$ cat src/design/spse_pkg.sv
// ----------------------------------------------------------------------------
// spse_pkg - sorted pin set engine package
// Types, codes and sizes shared by the cell row and the top level.
// ----------------------------------------------------------------------------
package spse_pkg;

    localparam int STORE_DEPTH = 16;
    localparam int PIN_WIDTH   = 32;
    localparam int IDX_W       = $clog2(STORE_DEPTH);
    localparam int CNT_W       = $clog2(STORE_DEPTH + 1);

    localparam logic [PIN_WIDTH-1:0] PIN_NONE = '0;
    localparam logic [PIN_WIDTH-1:0] PIN_INF  = '1;

    typedef enum logic [2:0] {
        REQ_CLEAR     = 3'd0,
        REQ_APPEND    = 3'd1,
        REQ_INTERSECT = 3'd2,
        REQ_CONTAINS  = 3'd3,
        REQ_REIFY     = 3'd4,
        REQ_QUERY     = 3'd5
    } t_req_code;

    typedef enum logic [2:0] {
        ST_OK        = 3'd0,
        ST_ORDER     = 3'd1,
        ST_FULL      = 3'd2,
        ST_EMPTY     = 3'd3,
        ST_NO_STAR   = 3'd4
    } t_status;

    typedef enum logic {
        S_IDLE,
        S_EVAL
    } t_state;

    typedef struct packed {
        logic [2:0]           req_type;
        logic [PIN_WIDTH-1:0] pin_value;
        logic [PIN_WIDTH-1:0] interval_lower;
        logic [PIN_WIDTH-1:0] interval_upper;
        logic                 star_flag;
    } t_req;

    typedef struct packed {
        logic [2:0]           status;
        logic                 hit;
        logic                 star_now;
        logic [CNT_W-1:0]     pin_count;
        logic [PIN_WIDTH-1:0] bound_low;
        logic [PIN_WIDTH-1:0] bound_high;
    } t_res;

    // broadcast from control to every cell
    typedef struct packed {
        logic                 sample;
        logic [PIN_WIDTH-1:0] pin;
        logic [PIN_WIDTH-1:0] lower;
        logic [PIN_WIDTH-1:0] upper;
        logic [CNT_W-1:0]     win_first;
        logic [CNT_W-1:0]     win_end;
        logic [PIN_WIDTH-1:0] wr_pin;
    } t_cell_bcast;

    // what each cell reports back
    typedef struct packed {
        logic                 keep;
        logic                 is_first;
        logic                 is_last;
        logic                 eq;
        logic [PIN_WIDTH-1:0] pin;
    } t_cell_flags;

endpackage

$ cat src/design/spse_cell.sv
// ----------------------------------------------------------------------------
// spse_cell - one slot of the pin row
// Holds one pin, samples its compares against the incoming beat and marks
// the edges of the kept run from its neighbours' keep bits.
// ----------------------------------------------------------------------------
module spse_cell
    import spse_pkg::*;
(
    input  logic               i_clk,
    input  logic [IDX_W-1:0]   i_index,
    input  t_cell_bcast        i_bc,
    input  logic               i_wr_en,
    input  logic               i_prev_keep,
    input  logic               i_next_keep,
    output t_cell_flags        o_flags
);

    logic [PIN_WIDTH-1:0] r_pin;
    logic                 r_win;
    logic                 r_lt_upper;
    logic                 r_ge_lower;
    logic                 r_eq;
    logic [CNT_W-1:0]     w_pos;
    logic                 w_keep;

    assign w_pos = {1'b0, i_index};

    always_ff @(posedge i_clk) begin
        if (i_wr_en) begin
            r_pin <= i_bc.wr_pin;
        end
        if (i_bc.sample) begin
            r_win      <= (w_pos >= i_bc.win_first) && (w_pos < i_bc.win_end);
            r_lt_upper <= r_pin < i_bc.upper;
            r_ge_lower <= r_pin >= i_bc.lower;
            r_eq       <= r_pin == i_bc.pin;
        end
    end

    // pins ascend, so the kept cells form one contiguous run
    assign w_keep           = r_win && r_lt_upper && r_ge_lower;
    assign o_flags.keep     = w_keep;
    assign o_flags.is_first = w_keep && !i_prev_keep;
    assign o_flags.is_last  = w_keep && !i_next_keep;
    assign o_flags.eq       = r_win && r_eq;
    assign o_flags.pin      = r_pin;

endmodule

$ cat src/design/sorted_pin_set_engine_top.sv
// ----------------------------------------------------------------------------
// sorted_pin_set_engine_top - ascending pin set with star flag
// Row of pin cells plus window/bounds control; one result beat per request.
// ----------------------------------------------------------------------------
//  channel | direction | handshake                   | payload
//  in      | input     | i_in_valid / o_in_ready     | i_in_data  (t_req)
//  out     | output    | o_out_valid / i_out_ready   | o_out_data (t_res)
//
//  On accept every cell's compares are registered; in S_EVAL the update
//  commits and the result register loads.
//  A new beat is taken only after the previous request has committed.
//  If the result register is still full, the evaluation holds until it drains.
//  Synchronous active-low reset empties the set and clears the star.
// ----------------------------------------------------------------------------
module sorted_pin_set_engine_top
    import spse_pkg::*;
(
    input  logic  i_clk,
    input  logic  i_rst_n,
    input  logic  i_in_valid,
    output logic  o_in_ready,
    input  t_req  i_in_data,
    output logic  o_out_valid,
    input  logic  i_out_ready,
    output t_res  o_out_data
);

    t_state               r_state, n_state;
    t_req                 r_req;
    logic [CNT_W-1:0]     r_first, n_first;
    logic [CNT_W-1:0]     r_count, n_count;
    logic                 r_star, n_star;
    logic [PIN_WIDTH-1:0] r_lo_pin, n_lo_pin;
    logic [PIN_WIDTH-1:0] r_hi_pin, n_hi_pin;
    logic                 r_out_valid;
    t_res                 r_out, n_out;

    logic                    w_accept;
    logic                    w_commit;
    logic [CNT_W-1:0]        w_end;
    t_cell_bcast             w_bc;
    logic [STORE_DEPTH-1:0]  w_wr_en;
    t_cell_flags             w_flags [STORE_DEPTH];
    logic [STORE_DEPTH-1:0]  w_keep;

    logic                    w_any_keep;
    logic                    w_hit_any;
    logic [IDX_W-1:0]        w_first_idx;
    logic [IDX_W-1:0]        w_last_idx;
    logic [PIN_WIDTH-1:0]    w_first_pin;
    logic [PIN_WIDTH-1:0]    w_last_pin;

    assign w_accept = i_in_valid && o_in_ready;
    assign w_end    = r_first + r_count;

    assign w_bc.sample    = w_accept;
    assign w_bc.pin       = i_in_data.pin_value;
    assign w_bc.lower     = i_in_data.interval_lower;
    assign w_bc.upper     = i_in_data.interval_upper;
    assign w_bc.win_first = r_first;
    assign w_bc.win_end   = w_end;
    assign w_bc.wr_pin    = r_req.pin_value;

    for (genvar g = 0; g < STORE_DEPTH; g++) begin : g_cell
        logic w_prev, w_next;
        if (g == 0) begin : g_head
            assign w_prev = 1'b0;
        end else begin : g_mid
            assign w_prev = w_keep[g-1];
        end
        if (g == STORE_DEPTH - 1) begin : g_tail
            assign w_next = 1'b0;
        end else begin : g_body
            assign w_next = w_keep[g+1];
        end
        spse_cell u_cell (
            .i_clk       (i_clk),
            .i_index     (IDX_W'(g)),
            .i_bc        (w_bc),
            .i_wr_en     (w_wr_en[g]),
            .i_prev_keep (w_prev),
            .i_next_keep (w_next),
            .o_flags     (w_flags[g])
        );
        assign w_keep[g] = w_flags[g].keep;
    end

    // one-hot edges of the kept run to index and pin
    always_comb begin
        w_any_keep  = 1'b0;
        w_hit_any   = 1'b0;
        w_first_idx = '0;
        w_last_idx  = '0;
        w_first_pin = '0;
        w_last_pin  = '0;
        for (int k = 0; k < STORE_DEPTH; k++) begin
            w_any_keep = w_any_keep | w_flags[k].keep;
            w_hit_any  = w_hit_any | w_flags[k].eq;
            if (w_flags[k].is_first) begin
                w_first_idx = w_first_idx | IDX_W'(k);
                w_first_pin = w_first_pin | w_flags[k].pin;
            end
            if (w_flags[k].is_last) begin
                w_last_idx = w_last_idx | IDX_W'(k);
                w_last_pin = w_last_pin | w_flags[k].pin;
            end
        end
    end

    always_ff @(posedge i_clk) begin
        if (!i_rst_n) begin
            r_state     <= S_IDLE;
            r_first     <= '0;
            r_count     <= '0;
            r_star      <= 1'b0;
            r_out_valid <= 1'b0;
        end else begin
            r_state <= n_state;
            r_first <= n_first;
            r_count <= n_count;
            r_star  <= n_star;
            if (w_commit) begin
                r_out_valid <= 1'b1;
            end else if (i_out_ready) begin
                r_out_valid <= 1'b0;
            end
        end
    end

    always_ff @(posedge i_clk) begin
        if (w_accept) begin
            r_req <= i_in_data;
        end
        r_lo_pin <= n_lo_pin;
        r_hi_pin <= n_hi_pin;
        if (w_commit) begin
            r_out <= n_out;
        end
    end

    always_comb begin
        logic       pin_bad;
        logic [2:0] status;
        logic       hit;

        n_state    = r_state;
        n_first    = r_first;
        n_count    = r_count;
        n_star     = r_star;
        n_lo_pin   = r_lo_pin;
        n_hi_pin   = r_hi_pin;
        w_wr_en    = '0;
        w_commit   = 1'b0;
        o_in_ready = 1'b0;
        status     = ST_OK;
        hit        = 1'b0;
        pin_bad    = (r_req.pin_value == PIN_NONE) || (r_req.pin_value == PIN_INF);

        unique case (r_state)
            S_IDLE: begin
                o_in_ready = 1'b1;
                if (i_in_valid) begin
                    n_state = S_EVAL;
                end
            end
            S_EVAL: begin
                if (!r_out_valid || i_out_ready) begin
                    w_commit = 1'b1;
                    n_state  = S_IDLE;
                    case (r_req.req_type)
                        REQ_CLEAR: begin
                            n_first = '0;
                            n_count = '0;
                            n_star  = r_req.star_flag;
                        end
                        REQ_APPEND: begin
                            if (pin_bad) begin
                                status = ST_ORDER;
                            end else if (r_count != '0 && r_req.pin_value < r_hi_pin) begin
                                status = ST_ORDER;
                            end else if (w_end >= CNT_W'(STORE_DEPTH)) begin
                                status = ST_FULL;
                            end else begin
                                w_wr_en[w_end[IDX_W-1:0]] = 1'b1;
                                n_count  = r_count + 1'b1;
                                n_hi_pin = r_req.pin_value;
                                if (r_count == '0) begin
                                    n_lo_pin = r_req.pin_value;
                                end
                            end
                        end
                        REQ_INTERSECT: begin
                            if (w_any_keep) begin
                                n_first  = {1'b0, w_first_idx};
                                n_count  = {1'b0, w_last_idx} - {1'b0, w_first_idx} + 1'b1;
                                n_lo_pin = w_first_pin;
                                n_hi_pin = w_last_pin;
                            end else begin
                                n_first = '0;
                                n_count = '0;
                            end
                            n_star = r_star && (r_req.interval_upper == PIN_INF);
                            if (!w_any_keep && !n_star) begin
                                status = ST_EMPTY;
                            end
                        end
                        REQ_CONTAINS: begin
                            if (r_req.pin_value == PIN_INF) begin
                                hit = r_star;
                            end else if (r_req.pin_value != PIN_NONE) begin
                                hit = w_hit_any;
                            end
                        end
                        REQ_REIFY: begin
                            if (!r_star) begin
                                status = ST_NO_STAR;
                            end else if (pin_bad) begin
                                status = ST_ORDER;
                            end else begin
                                w_wr_en[0] = 1'b1;
                                n_first    = '0;
                                n_count    = CNT_W'(1);
                                n_star     = 1'b0;
                                n_lo_pin   = r_req.pin_value;
                                n_hi_pin   = r_req.pin_value;
                            end
                        end
                        default: begin
                        end
                    endcase
                end
            end
            default: begin
                n_state = S_IDLE;
            end
        endcase

        n_out.status     = status;
        n_out.hit        = hit;
        n_out.star_now   = n_star;
        n_out.pin_count  = n_count;
        n_out.bound_low  = (n_count != '0) ? n_lo_pin : '0;
        n_out.bound_high = (n_count != '0) ? n_hi_pin + 1'b1 : '0;
    end

    assign o_out_valid = r_out_valid;
    assign o_out_data  = r_out;

endmodule

$ cat config.mk
export PLATFORM = sky130hd
export DESIGN_NAME = sorted_pin_set_engine_top
export DESIGN_NICKNAME = d
export VERILOG_FILES = /design/src/design/spse_pkg.sv /design/src/design/spse_cell.sv /design/src/design/sorted_pin_set_engine_top.sv
export SDC_FILE = /design/constraint.sdc
export NUM_CORES = 2
export LEC_CHECK = 0
export BUFFER_PORTS_ARGS = -buffer_cell sky130_fd_sc_hd__clkbuf_2
export CORE_UTILIZATION = 25
export CTS_BUF_LIST = sky130_fd_sc_hd__clkbuf_8
export DETAILED_ROUTE_END_ITERATION = 16
export GPL_TIMING_DRIVEN = 1
export SYNTH_ARGS = -nofsm -noshare
export SYNTH_HDL_FRONTEND = slang
export SYNTH_SLANG_ARGS = --single-unit
$ cat constraint.sdc
create_clock -name i_clk -period 8.1 [get_ports i_clk]
set_input_delay 0 -clock i_clk [delete_from_list [all_inputs] [get_ports i_clk]]
set_output_delay 0 -clock i_clk [all_outputs]
set_load 0.05 [all_outputs]
# == After elaboration in Yosys (flattened, before gate mapping) ==
# Cells that the tools add are included.
# word_totals
word_cells,513
ff_bits,795
inputBits,104
out_inout_bits,76
# classes
eq_ne,24
n_addsub,5
bitwise_logic,61
reduce_logical,131
muxes,127
magnitude_cmp,68
# ops
operator,count
$mux 32,49
$or 32x32->32,30
$lt 32x32->1,17
$eq 32x32->1,16
$ge 32x32->1,16
$pmux 32 s3,2
$logic_and 1x1->1,99
$mux 16,5
$mux 4,17
$eq 32x32->1 const B,2
$mux 5,10
$ge 4x5->1 const A,8
$lt 4x5->1 const A,8
$add 32x1->32 const B,1
$logic_not 32->1,1
$reduce_bool 32->1,1
$or 1x1->1,30
$mux 3,9
$ge 3x5->1 const A,4
$lt 3x5->1 const A,4
$pmux 5 s4,1
$logic_not 1->1,19
$mux 1,19
$mux 2,8
other kinds (30),40

# == Depth between registers and ports, before layout ==
# logic_depth
depth_word,40
ltp_mapped,22
ltp_nobuf,16

# == Cells and area by module ==
# Synthesis repeated with hierarchy kept, for this count alone.
# hier_totals
hier_cells,7103
hier_area_um2,67984.0
# by_module_without_submodules
module,seq_area_each_um2,n_inst,area_per_inst_um2,cells_per_inst
spse_cell at g_cell[0].u_cell ...,1081.0,13,3200.6,331
sorted_pin_set_engine_top,5785.5,1,16774.8,1821
spse_cell at g_cell[8].u_cell ...,1081.0,2,3196.8,327
spse_cell at g_cell[7].u_cell,1081.0,1,3208.1,325

# == Worst setup path before layout ==
# Ideal clock, no wire load.
# synth_path
path_type,flip-flop to flip-flop
from,reg r_state
to,"reg g_cell[0].u_cell.r_eq, enable pin"
slack_ns,1.292
stages_incl_launch_ff,2
period_less_slack_ns,6.808
setup_ns,0.641
required_time_ns,7.459
arrival_ns,6.167
path_buffers,0
cell_sequence,dfxtp_1 nor2b_1
# synth_rtl
item,line,text
"start, declared",sorted_pin_set_engine_top.sv:28,"t_state r_state, n_state;"
"start signal, assigned",sorted_pin_set_engine_top.sv:118,r_state <= n_state;
"end signal, assigned",spse_cell.sv:36,r_eq <= r_pin == i_bc.pin;
"end, declared",spse_cell.sv:22,logic r_eq;

# == Worst setup path in the final report ==
# layout_path
from,reg g_cell[14].u_cell.r_win
to,reg r_out (netlist bit o_out_data[21]) (data pin)
# layout_via
elab_chain_cells,14
word_cells_on_any_way,31
cone_classes,3 x add/sub; 16 x mux; 4 x bitwise; 8 x reduce/logical
# layout_rtl
item,line,text
"start, declared",spse_cell.sv:19,logic r_win;
"start signal, assigned",spse_cell.sv:33,r_win <= (w_pos >= i_bc.win_first) && (w_pos < i_bc.win_end);
$logic_and 1x1->1 * (2 in series),spse_cell.sv:41,assign w_keep = r_win && r_lt_upper && r_ge_lower;
$logic_not 1->1,"spse_cell.sv:43, spse_cell.sv:44",
$logic_and 1x1->1,spse_cell.sv:44,assign o_flags.is_last = w_keep && !i_next_keep;
$mux 4 or $mux 32 (tied branches),sorted_pin_set_engine_top.sv:103,if (w_flags[k].is_last) begin
$mux 4 or $or 32x32->32 (tied branches),"sorted_pin_set_engine_top.sv:103, sorted_pin_set_engine_top.sv:105",
$mux 4 or $mux 32 (tied branches),sorted_pin_set_engine_top.sv:103,
$sub 4x4->5 or $or 32x32->32 (tied branches),"sorted_pin_set_engine_top.sv:195, sorted_pin_set_engine_top.sv:105",
$add 5x1->5 or $mux 32 (tied branches),"sorted_pin_set_engine_top.sv:195, sorted_pin_set_engine_top.sv:103",
$mux 5 or $mux 32 (tied branches),sorted_pin_set_engine_top.sv:193,if (w_any_keep) begin
$pmux 5 s4 or $pmux 32 s3 (tied branches),sorted_pin_set_engine_top.sv:170,case (r_req.req_type)
$mux 5 or $mux 32 (tied branches),sorted_pin_set_engine_top.sv:167,if (!r_out_valid || i_out_ready) begin
$mux 5 or $mux 32 (tied branches),sorted_pin_set_engine_top.sv:159,unique case (r_state)
$reduce_bool 5->1 or $add 32x1->32 (tied branches),sorted_pin_set_engine_top.sv:243,n_out.bound_high = (n_count != '0) ? n_hi_pin + 1'b1 : '0;
"end signal, assigned",sorted_pin_set_engine_top.sv:137,r_out <= n_out;
"end, declared",sorted_pin_set_engine_top.sv:36,"t_res r_out, n_out;"
# Mark *: on every way between the ends. The rest lies on a longest branch, timed or not.
# A chain may end at the register's enable or synchronous reset.

==> flow_summary.toml <==
[clocking]
cts_tree = "built"
cts.sinks = 794
clkSlewWorstSetupHoldPaths_ns = 0.06
cts_made_buffers = 163
cts_setup_buffers = 0
clock_latency_ns = 1.03
ctsResizeCount = 0
cts.path.max_buffers = 3
cts_root_buf = "clkbuf_8"
ctsHtreeMaxLevel = 4
postCtsHoldBufs = 112

[min_path]
hp-start = "i_in_data[69]"
min_path_cells = 3
min_path_type = "input port to flip-flop"
hold_path_end = "r_req[69]"

[finish]
mostFrequentLayoutCells = "ha_1 (1053), edfxtp_1 (718), xor2_1 (526), a22oi_1 (406), a21oi_1 (361)"
layout_commonest_cell = "ha_1"
fill_cells = 25739
nets = 7579
syn_to_final_growth_pct = 17.83
final_area_um2 = 73680
drive_gt1_share_pct = 12.04

[power_and_ir_drop]
p_sw_share_pct = 37.04
leakagePower_nw = 30.08
pwr-share-clk_pct = 36.4
p_sw_mw = 4.686
powerDensity_nw_per_um2 = 171.7
comb_power_share_pct = 24.7
ir_drop_v = 0.0002094
seqPwrFrac_pct = 39.0
p_int_mw = 7.965

[worst_setup_path]
crit_path_end_kind = "flip-flop"
cp_max_fo = 9
ff2ff_path_depth = 12
regToRegSetupSlack_ns = 2.13
cp-start-kind = "flip-flop"
r2r-start = "g_cell[14].u_cell.r_win"
rr_endpoint = "o_out_data[21]"
crit_type = "flip-flop to flip-flop"
worstPathRequired_ns = 8.81
cp.arrival_ns = 6.68

[global_route]
grt_antenna_before_repair = 67
overflow = 0
grt_pass1_wl_um = 593500
grt_max_degree = 71
grtUsageTotal_pct = 35.89
grt_pass1_vias = 58167

[run]
max-cap-violations = 2

[routing]
routedWlPerCell_um = 46.83
dr.pass1.iters = 11
vias = 63480
drc_errors = 0
drt_iter0_drc = 11720
via_per_inst = 6.396
drt-total-wl_um = 464800
drtAntennaViolNets = 0

[sta]
slew_violations = 2
setup_viol = 0
min_period_over_period_pct = 73.76
tns_ns = 0
slew_headroom_pct = -16.45
fmaxAchievable_mhz = 167.4
skew_ns = 0.09029
period_needed_ns = 5.974
worstMarginPinSlew_ns = 1.729
rsz0062_at_grt = "false"
hold_viol = 0

[synth]
synth.avg_cell_area_um2 = 10.54
synth.distinct_cells = 97
ys_seq_area_share_pct = 36.92
syn_area_um2 = 62530
ys_async_sr_fraction_pct = 0
synthFlopType = "edfxtp_1"
synth-edff-count = 718
synthCells = 5930
ys_seq_elements = 794
syn_nets = 7089
synth_warnings = 0

[floorplanning]
io_pins = 180
core_area_um2 = 248700
die_y_um = 502.1
dieArea_um2 = 252100
rows = 183
die_w_um = 502.1
initial_utilization_pct = 25.15

[status]
violations = "max-capacitance violations, max-slew violations"
outcome = "finished, violations left"

[place]
globalplace.congestion = 1.144
placed_area_um2 = 69090
dpl.hpwl_um = 342700
portBuffers = 179
cells by family (layout without fill, tap and decap cells):
logic type	after synthesis	count (layout)	synth area share (%)
adder cells (fa/ha/maj)	1055	1055	21.14
flip-flops	794	794	36.92
other	0	41	0
AND/OR/NAND/NOR	1420	1420	12.63
XOR/XNOR	540	540	7.564
multiplexers	28	28	0.4482
buffers and inverters	363	987	2.293
AO/OA/AOI/OAI	1730	1730	19.01
power groups by stage:
stage	Sequential (mW)	Combinational (mW)	Clock [mW]
floorplan	5.03	1.48	0
global placement	5.00	2.90	0
detailed placement	5.00	2.92	0
CTS	4.92	2.97	4.61
global route	4.94	3.21	4.76
finish	4.93	3.12	4.60
per-layer routing:
layer / vias to the layer above / track usage, % / part of all wire, %
li1: 24422 / - / -
met5: - / 0.01929 / 0.085
met1: 31489 / 43.91 / 37
met2: 5798 / 49.58 / 39
met3: 1710 / 14.21 / 14
met4: 61 / 28.31 / 10
Yosys cell counts (all sizes together), types with 47 or more instances:
master / n / area (µm²)
clkbuf: 183 / 686.9
a21oi: 362 / 1815
o21ai: 263 / 1346
edfxtp: 718 / 21560
a211oi: 70 / 525.5
nor4: 162 / 1028
xor2: 526 / 4607
nand4: 275 / 1720
and3: 58 / 362.9
inv: 121 / 454.2
nand3: 114 / 588.1
and2: 47 / 294.0
a21o: 289 / 2170
dfxtp: 76 / 1521
buf: 58 / 289.0
nor2b: 126 / 788.3
nor3: 51 / 266.5
nand2b: 134 / 838.3
a22oi: 406 / 3048
ha: 1053 / 13180
nand2: 168 / 640.6
nor2: 219 / 829.5
a221oi: 66 / 613.1
through the flow:
step                      utilization [%]  hold WS [ns]  instances  power (mW)  setup slack (ns)
after floorplan                         -       0.09887       5930       6.518             1.292
final                               29.63       0.09188       9925       12.65             2.126
after global placement              27.79        0.1843       9470       7.900             2.655
after global routing                29.60       0.07922       9900       12.91             1.963
after CTS                           29.57       0.01635       9881       12.51             2.477
after detailed placement            27.79        0.1835       9470       7.921             2.516
area by class of cell:
type                       count  area (µm²)  area share (%)
tap                         3330        4167           5.655
clock buffer                 174        2395           3.250
multi-input combinational   4773       38450           52.19
clock inverter               125       927.1           1.258
antenna                       41       102.6          0.1393
timing repair buffer         566        4089           5.550
sequential                   794       23080           31.33
inverter                     122       460.4          0.6250
flip-flops by register name, summed over array words and instances (netlist names), 16 cells and up:
register,flops
g_cell.u_cell.r_pin,512
o_out_data,74
r_req,68
r_hi_pin,32
r_lo_pin,32
g_cell.u_cell.r_eq,16
g_cell.u_cell.r_ge_lower,16
g_cell.u_cell.r_lt_upper,16
g_cell.u_cell.r_win,16
worst max-delay path by stage:
stage,cells past startpoint,to,start
floorplan,1,g_cell[0].u_cell.r_eq,r_state
global placement,14,o_out_data[29],r_req[77]
detailed placement,13,o_out_data[25],g_cell[14].u_cell.r_win
CTS,12,o_out_data[21],g_cell[14].u_cell.r_win
global route,12,o_out_data[21],g_cell[14].u_cell.r_win
finish,12,o_out_data[21],g_cell[14].u_cell.r_win
worst max-delay path: stages (launching register included):
cell and delay (ns):
edfxtp_1 0.42, nand3_1 0.61, nand2_1 0.16, nor4_1 0.89, nand2_1 0.72, o21ai_0 0.82, nor2_1 0.08, a21oi_1 0.42
o211ai_1 0.22, nor3b_1 0.64, nor4bb_1 0.42, xnor2_1 0.18, nor2_1 0.06
Note: power is estimated with default switching activity, not from simulation.
